**src/rtl/core/scrh_pkg.sv**
```systemverilog
// Shared types and codes for the sorted circle hit register.
package scrh_pkg;

   // Operation codes carried by a request beat.
   typedef enum logic [1:0] {
      OP_ADD  = 2'd0,
      OP_SHOT = 2'd1,
      OP_READ = 2'd2,
      OP_NONE = 2'd3
   } op_type;

   // Controller states.
   typedef enum logic [3:0] {
      S_IDLE,
      S_INS_RD,
      S_INS_CHK,
      S_INS_PLACE,
      S_SHOT,
      S_BS_RD,
      S_BS_CHK,
      S_TST_RD,
      S_TST_DX,
      S_TST_SQ,
      S_TST_CMP,
      S_TST_UPD,
      S_READ,
      S_READ_WAIT,
      S_RESP
   } state_type;

   // Commands from the controller to the datapath.
   typedef struct packed {
      logic load;
      logic shot_start;
      logic ins_rd;
      logic ins_shift;
      logic ins_place;
      logic bs_rd;
      logic bs_step;
      logic tst_rd;
      logic tst_second;
      logic tst_dx;
      logic tst_sq;
      logic tst_cmp;
      logic tst_upd;
      logic rd_fh;
      logic rsp_load;
   } cmd_type;

   // Status from the datapath to the controller.
   typedef struct packed {
      logic count_zero;
      logic table_full;
      logic pos_zero;
      logic shift_need;
      logic bs_done;
      logic found_zero;
   } status_type;

endpackage

```
**src/rtl/core/scrh_ctrl.sv**
```systemverilog
// Controller state machine that sequences add, shot and read operations.
module scrh_ctrl (
   input  logic                 clock,
   input  logic                 reset,
   input  logic                 req_valid,
   output logic                 req_ready,
   input  logic [1:0]           req_operation,
   output logic                 rsp_valid,
   input  logic                 rsp_ready,
   output scrh_pkg::cmd_type    cmd,
   input  scrh_pkg::status_type status
);
   import scrh_pkg::*;

   state_type state_ff, state_in;
   logic      second_ff, second_in;
   logic      rsp_valid_ff, rsp_valid_in;
   op_type    req_op;

   assign req_op    = op_type'(req_operation);
   assign rsp_valid = rsp_valid_ff;
   assign req_ready = (state_ff == S_IDLE);

   // State, second-target flag and output valid registers.
   always_ff @(posedge clock) begin
      if (reset) begin
         state_ff     <= S_IDLE;
         second_ff    <= 1'b0;
         rsp_valid_ff <= 1'b0;
      end else begin
         state_ff     <= state_in;
         second_ff    <= second_in;
         rsp_valid_ff <= rsp_valid_in;
      end
   end

   // Next state and commands.
   always_comb begin
      state_in       = state_ff;
      second_in      = second_ff;
      cmd            = '0;
      cmd.tst_second = second_ff;
      rsp_valid_in   = rsp_valid_ff && !rsp_ready;
      unique case (state_ff)
         S_IDLE: begin
            if (req_valid) begin
               cmd.load = 1'b1;
               unique case (req_op)
                  OP_ADD:  state_in = status.table_full ? S_RESP : S_INS_RD;
                  OP_SHOT: state_in = S_SHOT;
                  OP_READ: state_in = S_READ;
                  OP_NONE: state_in = S_RESP;
               endcase
            end
         end
         S_INS_RD: begin
            if (status.pos_zero) begin
               state_in = S_INS_PLACE;
            end else begin
               cmd.ins_rd = 1'b1;
               state_in   = S_INS_CHK;
            end
         end
         S_INS_CHK: begin
            if (status.shift_need) begin
               cmd.ins_shift = 1'b1;
               state_in      = S_INS_RD;
            end else begin
               state_in = S_INS_PLACE;
            end
         end
         S_INS_PLACE: begin
            cmd.ins_place = 1'b1;
            state_in      = S_RESP;
         end
         S_SHOT: begin
            cmd.shot_start = 1'b1;
            second_in      = 1'b0;
            state_in       = status.count_zero ? S_RESP : S_BS_RD;
         end
         S_BS_RD: begin
            if (status.bs_done) begin
               state_in = S_TST_RD;
            end else begin
               cmd.bs_rd = 1'b1;
               state_in  = S_BS_CHK;
            end
         end
         S_BS_CHK: begin
            cmd.bs_step = 1'b1;
            state_in    = S_BS_RD;
         end
         S_TST_RD: begin
            cmd.tst_rd = 1'b1;
            state_in   = S_TST_DX;
         end
         S_TST_DX: begin
            cmd.tst_dx = 1'b1;
            state_in   = S_TST_SQ;
         end
         S_TST_SQ: begin
            cmd.tst_sq = 1'b1;
            state_in   = S_TST_CMP;
         end
         S_TST_CMP: begin
            cmd.tst_cmp = 1'b1;
            state_in    = S_TST_UPD;
         end
         S_TST_UPD: begin
            cmd.tst_upd = 1'b1;
            if (!second_ff && !status.found_zero) begin
               second_in = 1'b1;
               state_in  = S_TST_RD;
            end else begin
               state_in = S_RESP;
            end
         end
         S_READ: begin
            cmd.rd_fh = 1'b1;
            state_in  = S_READ_WAIT;
         end
         S_READ_WAIT: begin
            state_in = S_RESP;
         end
         S_RESP: begin
            if (!rsp_valid_ff || rsp_ready) begin
               cmd.rsp_load = 1'b1;
               rsp_valid_in = 1'b1;
               state_in     = S_IDLE;
            end
         end
         default: state_in = S_IDLE;
      endcase
   end

endmodule

```
**config.mk**
```make
export PLATFORM = sky130hd
export DESIGN_NAME = scrh_ctrl
export DESIGN_NICKNAME = d
export VERILOG_FILES = /design/src/rtl/core/scrh_pkg.sv /design/src/rtl/core/scrh_ctrl.sv
export SDC_FILE = /design/constraint.sdc
export NUM_CORES = 1
export LEC_CHECK = 0
export CORE_MARGIN = 2
export CORE_UTILIZATION = 40
export CTS_CLUSTER_DIAMETER = 40
export DETAILED_ROUTE_END_ITERATION = 10
export DONT_BUFFER_PORTS = 1
export PLACE_DENSITY = 0.61
export RECOVER_POWER = 100
export SLEW_MARGIN = 10
export SYNTH_ARGS = -nofsm -noshare
export SYNTH_HDL_FRONTEND = slang
export SYNTH_SLANG_ARGS = --single-unit
export TNS_END_PERCENT = 30
```
**constraint.sdc**
```tcl
create_clock -name clock -period 3.1 [get_ports clock]
set_clock_uncertainty 0.2 [all_clocks]
set_input_delay 0.155 -clock clock [delete_from_list [all_inputs] [get_ports clock]]
set_output_delay 0.155 -clock clock [all_outputs]
set_load 0.02 [all_outputs]
```
== After elaboration in Yosys (flattened, before gate mapping) ==
Cells that the tools add are included.

* Bits of input ports: 12
* Bits in registers: 6
* Output and inout port bits: 17
* Logic and storage cells: 69

* Reductions and logical operators: 13
* Equality and inequality tests: 20
* Muxes and demuxes: 33

{| class="wikitable"
|+ Operators with widths
! kind !! count
|-
| 4-bit one-hot mux with 14 select lines || 1
|-
| 4-bit equality test, second input constant || 7
|-
| 1-bit 2-to-1 mux || 24
|-
| 4-bit 2-to-1 mux || 5
|-
| 4-bit by 3-bit equality test with 1-bit output, second input constant || 4
|-
| 4-bit one-hot mux with 4 select lines || 1
|-
| 4-bit by 2-bit equality test with 1-bit output, second input constant || 2
|-
| 2-bit inequality test, second input constant || 3
|-
| 2-bit equality test, second input constant || 2
|-
| 4-bit by 1-bit equality test with 1-bit output, second input constant || 1
|-
| 1-bit zero test || 4
|-
| 4-bit zero test || 1
|-
| 2-bit AND reduction || 2
|-
| 2-bit by 1-bit equality test with 1-bit output, second input constant || 1
|-
| 1-bit logical AND || 2
|-
| 2-bit zero test || 1
|-
| 2-bit 2-to-1 mux || 1
|-
| 1-bit one-hot mux with 2 select lines || 1
|-
| 2-bit nonzero test || 1
|-
| 2-bit OR reduction || 1
|-
| 1-bit logical OR || 1
|}

== Depth between registers and ports, before layout ==
* Depth after elaboration: 4
* Gate-level depth with buffers: 6
* Gate-level depth less buffers: 4

== Worst setup path before layout ==
Ideal clock, no wire load.

* Kind: flip-flop to flip-flop
* Start point: register state_ff[2]
* End point: register state_ff[1]
* Slack: 1,542 ps
* Library setup time: 124 ps
* Data required time: 2,776 ps
* Path buffers: 1
* Period minus slack after synthesis: 1,558 ps
* Arrival: 1,235 ps
* Cell stages (with the launch flop): 6
* Path through: dfxtp_1 buf_6 or2_4 nor3_2 a22o_1 a221oi_2

* Word-level cells in the longest chain between the ends: 3
* Elaborated cells on any way between the ends: 20
* Those cells by class: eq/ne: 16; mux: 1; reduce/logical: 3

{| class="wikitable"
|+ Ends and longest elaborated chain
! what !! line !! text
|-
| from (decl) || scrh_ctrl.sv:15 || <nowiki>state_type state_ff, state_in;</nowiki>
|-
| from (signal assigned) || scrh_ctrl.sv:31 || <nowiki>state_ff <= state_in;</nowiki>
|-
| 4-bit zero test (*) || -- ||
|-
| net req_ready || scrh_ctrl.sv:6 || <nowiki>output logic req_ready,</nowiki>
|-
| 2-bit inequality test (no line) || -- ||
|-
| 2-bit AND reduction (no line) || -- ||
|}

The timed path passes the listed nets; every way through them passes the cells marked *.
A chain may end at the register's enable or synchronous reset.

== Worst setup path after layout ==
Same ends and word-level chain as after synthesis.

==> summary.txt <==
Clock tree
  • Clock latency reported for the late side of the worst-skew pair: approximately 0.24 ns
  • TritonCTS clock tree: yes
  • Cts bufs inserted: 3
  • Bufs on Longest Clock Path: 2
  • Number of buffers added for setup after CTS: 0
  • TritonCTS Sinks: 6
  • Clock transition at the registers of the reported paths: 0.04 ns
  • Deepest level of the CTS H-tree: 1
  • Root buffer cell: sky130_fd_sc_hd__clkbuf_4

Worst setup path
  • Critical Path Source Type: flip-flop
  • Series of cell instances along the critical path: or2_0 > nor3_1 > a22o_1 > a221oi_2
  • Type of destination of the critical path: flip-flop
  • Startpoint of the worst register-to-register path: state_ff[2]
  • WP data arrival: 2.03 ns
  • Count of cells along the worst register-to-register path: 4
  • Largest fanout of any net on the critical path: 18
  • Largest stage delay on the critical path: 0.61 ns
  • Worst flop-to-flop path endpoint: state_ff[1]
  • Slowest cell on crit path: sky130_fd_sc_hd__nor3_1
  • Class of the most critical setup path: reg2reg
  • Worst setup slack for register-to-register paths: just under 1 ns
  • CP required: roughly 3 ns

Synth
  • Count of mapped cells out of synthesis: 81
  • Top_reg_cell synth: sky130_fd_sc_hd__dfxtp_1
  • Synth Area in Adders: 0%
  • Simple-Gate Fraction of Synth Area: a little over two fifths
  • Total nets after synthesis: 93
  • Number of synthesis warnings: 0
  • Sequential cell area fraction in the yosys report: 20.13%
  • Cell variety after synth: 37
  • Mean Syn Cell Area: 7.368 um^2
  • Share of cell area taken by muxes after synthesis: 0%
  • Post-synth EDFFs: 0
  • XOR/XNOR Fraction of Synth Area: 0%
  • Post-synthesis compound-gate area fraction: 26.00%
  • Synthesis-stage register bit count: 6
  • Synthesized area: around 600 um^2
  • Largest family of logic cells by synthesized area: simple AND/OR/NAND/NOR gates
  • Fraction of registers with async set/reset: 0%

Timing
  • Least-Margin Pin Slew: 0.7586 ns
  • Max Fclk: 472.6 MHz
  • Post-Route Setup TNS: 0 ns
  • Setup repair after global routing missed its margin: no
  • Final hold viol count: 0
  • Max Slew Vio Count: 0
  • Final clock period utilization by the worst path: 68.25%
  • Max-slew headroom: 49.04%
  • Clock period minus worst slack: 2.116 ns
  • Final setup violating endpoints: 0
  • Minimum setup slack in the final design: 0.9842 ns

Die
  • Width of the die: 42.63 um
  • Number of cell rows: 13
  • Core ar.: ~0.0014 mm^2
  • Die footprint: about 0.0018 mm^2
  • Ports placed on the boundary: 29
  • Vertical die dimension: 42.63 um
  • Initial Utilization: between 40% and 50%

Layout
  • Leading cell type in the layout, fill and taps excluded: sky130_fd_sc_hd__nor2_1
  • Post-layout instance count excluding filler cells: 94
  • Final core area utilization: 43.65%
  • Number of antenna repair diodes: 0
  • Leading cell types in the layout, fill and taps excluded: sky130_fd_sc_hd__nor2_1 (13), sky130_fd_sc_hd__nand2_1 (7), sky130_fd_sc_hd__nand2b_1 (6), sky130_fd_sc_hd__nor3_1 (6), sky130_fd_sc_hd__dfxtp_1 (6)
  • Final #Nets: 93
  • Layout cells sized above 1: slightly below 9%
  • Area growth from synthesis to layout: -1.258%

Route
  • Initial drt markers: 3
  • Vias: between 500 and 600
  • Average wire per standard cell: 14.49 um
  • DRC Markers: 0
  • Total wire length: 1.362 mm
  • Number of vias per cell: a little under 6
  • Final antenna-violating net count: 0
  • Iteration count of the initial detailed-routing pass: 4

Placement
  • IO Port Bufs: 0
  • Placed wire-length estimate: 1.021 mm
  • # placed instances: 89
  • Worst slack, placed: ~1.3 ns
  • Final weighted congestion of routability-driven global placement: 0.7616

GRT
  • Via count of the first global-routing pass: 533
  • Pin count of the biggest net entering global routing: 19
  • Remaining global-route overflow: 0
  • Number of antenna violations at the first check in global routing: 0
  • Overall track demand over capacity in global routing: 16.05%
  • Global-route wire length before repair: 2.242 mm

Power and ir drop
  • Total power divided by cell area: around 1000 mW/mm^2
  • Maximum vdd drop: 0.2923 mV
  • Sum of internal, switching and leakage power: 587.7 uW
  • Leakage power: about 0.0002 uW

Min path
  • Min-delay worst type: in2reg
  • Hold-critical path endpoint: state_ff[1]
  • Hold Path Stages: 3
  • Startpoint of the worst hold path: status[5]

Flow run
  • Number of max-cap violations: 0

Run status
  • Status: finished, final reports clean
registers in the layout, indices dropped and copies added (netlist names):
name and flops:
state_ff 4, rsp_valid 1, second_ff 1
worst max path at each step:
stage	slack [ns]	cells past startpoint	start	end
after CTS	1.13	2	state_ff[2]	cmd[9]
after global placement	1.30	4	state_ff[2]	state_ff[1]
after global routing	0.84	4	state_ff[2]	state_ff[1]
after detailed placement	1.29	4	state_ff[2]	state_ff[1]
after floorplan	1.54	5	state_ff[2]	state_ff[1]
final	0.98	4	state_ff[2]	state_ff[1]
through the flow:
step	cell area, um^2	hold slack [ns]
after floorplan	596.8	0.01965
after CTS	601.8	0.02411
after detailed placement	559.3	0.02289
final	589.3	0.02181
after global placement	559.3	0.02132
after global routing	589.3	0.04044
cell usage after synthesis (2+ instances only):
library cell                n  area share [%]
sky130_fd_sc_hd__or2_4      2             2.9
sky130_fd_sc_hd__buf_4      5             6.3
sky130_fd_sc_hd__nor3_1     5             4.2
sky130_fd_sc_hd__nand2b_1   6             6.3
sky130_fd_sc_hd__nor2_2     2             2.1
sky130_fd_sc_hd__nand2_1    7             4.4
sky130_fd_sc_hd__a21oi_1    4             3.4
sky130_fd_sc_hd__inv_1      2             1.3
sky130_fd_sc_hd__dfxtp_1    6              20
sky130_fd_sc_hd__nor2b_1    2             2.1
sky130_fd_sc_hd__nor2_1    12             7.5
sky130_fd_sc_hd__a22o_1     2             2.9
sky130_fd_sc_hd__and3_1     2             2.1
power breakdown:
part           total (uW)  internal (uW)  switching, uW
registers             188            101           87.0
clock network        70.6           43.7           26.9
logic                 329            129            199
total                 588            274            313
kinds of logic (layout without fill, tap and decap cells):
family / Yosys count / count (layout)
AO/OA/AOI/OAI: 19 / 19
buffers and inverters: 9 / 7
flip-flops: 6 / 6
AND/OR/NAND/NOR: 47 / 47
per-layer routing:
metal	track usage (%)	wire length, um	share of wire (%)
met1	20.88	638	47
met2	25.15	624	46
met3	3.017	80	5.9
met4	7.500	18	1.3
met5	0	0	0
what timing repair did:
| item | 4_1_cts | 5_1_grt |
|---|---|---|
| hold endpoints to repair | 6 | 0 |
| hold buffers | 2 | 0 |
| gates resized for setup | 0 | 0 |
area by class of cell:
type / count / area [um^2]
sequential: 6 / 120.1
timing repair buffer: 2 / 20.02
multi-input combinational: 66 / 400.4
tap: 15 / 18.77
clock buffer: 3 / 22.52
inverter: 2 / 7.507
fill: 150 / 760.7
critical path, delay by kind of cell (launching register included):
kind	cells	cell delay, ns
AOI/OAI and AO/OA	2	0.36
and+or+nand+nor	2	0.96
DFF	1	0.47
(Power assumes the default switching activity.)
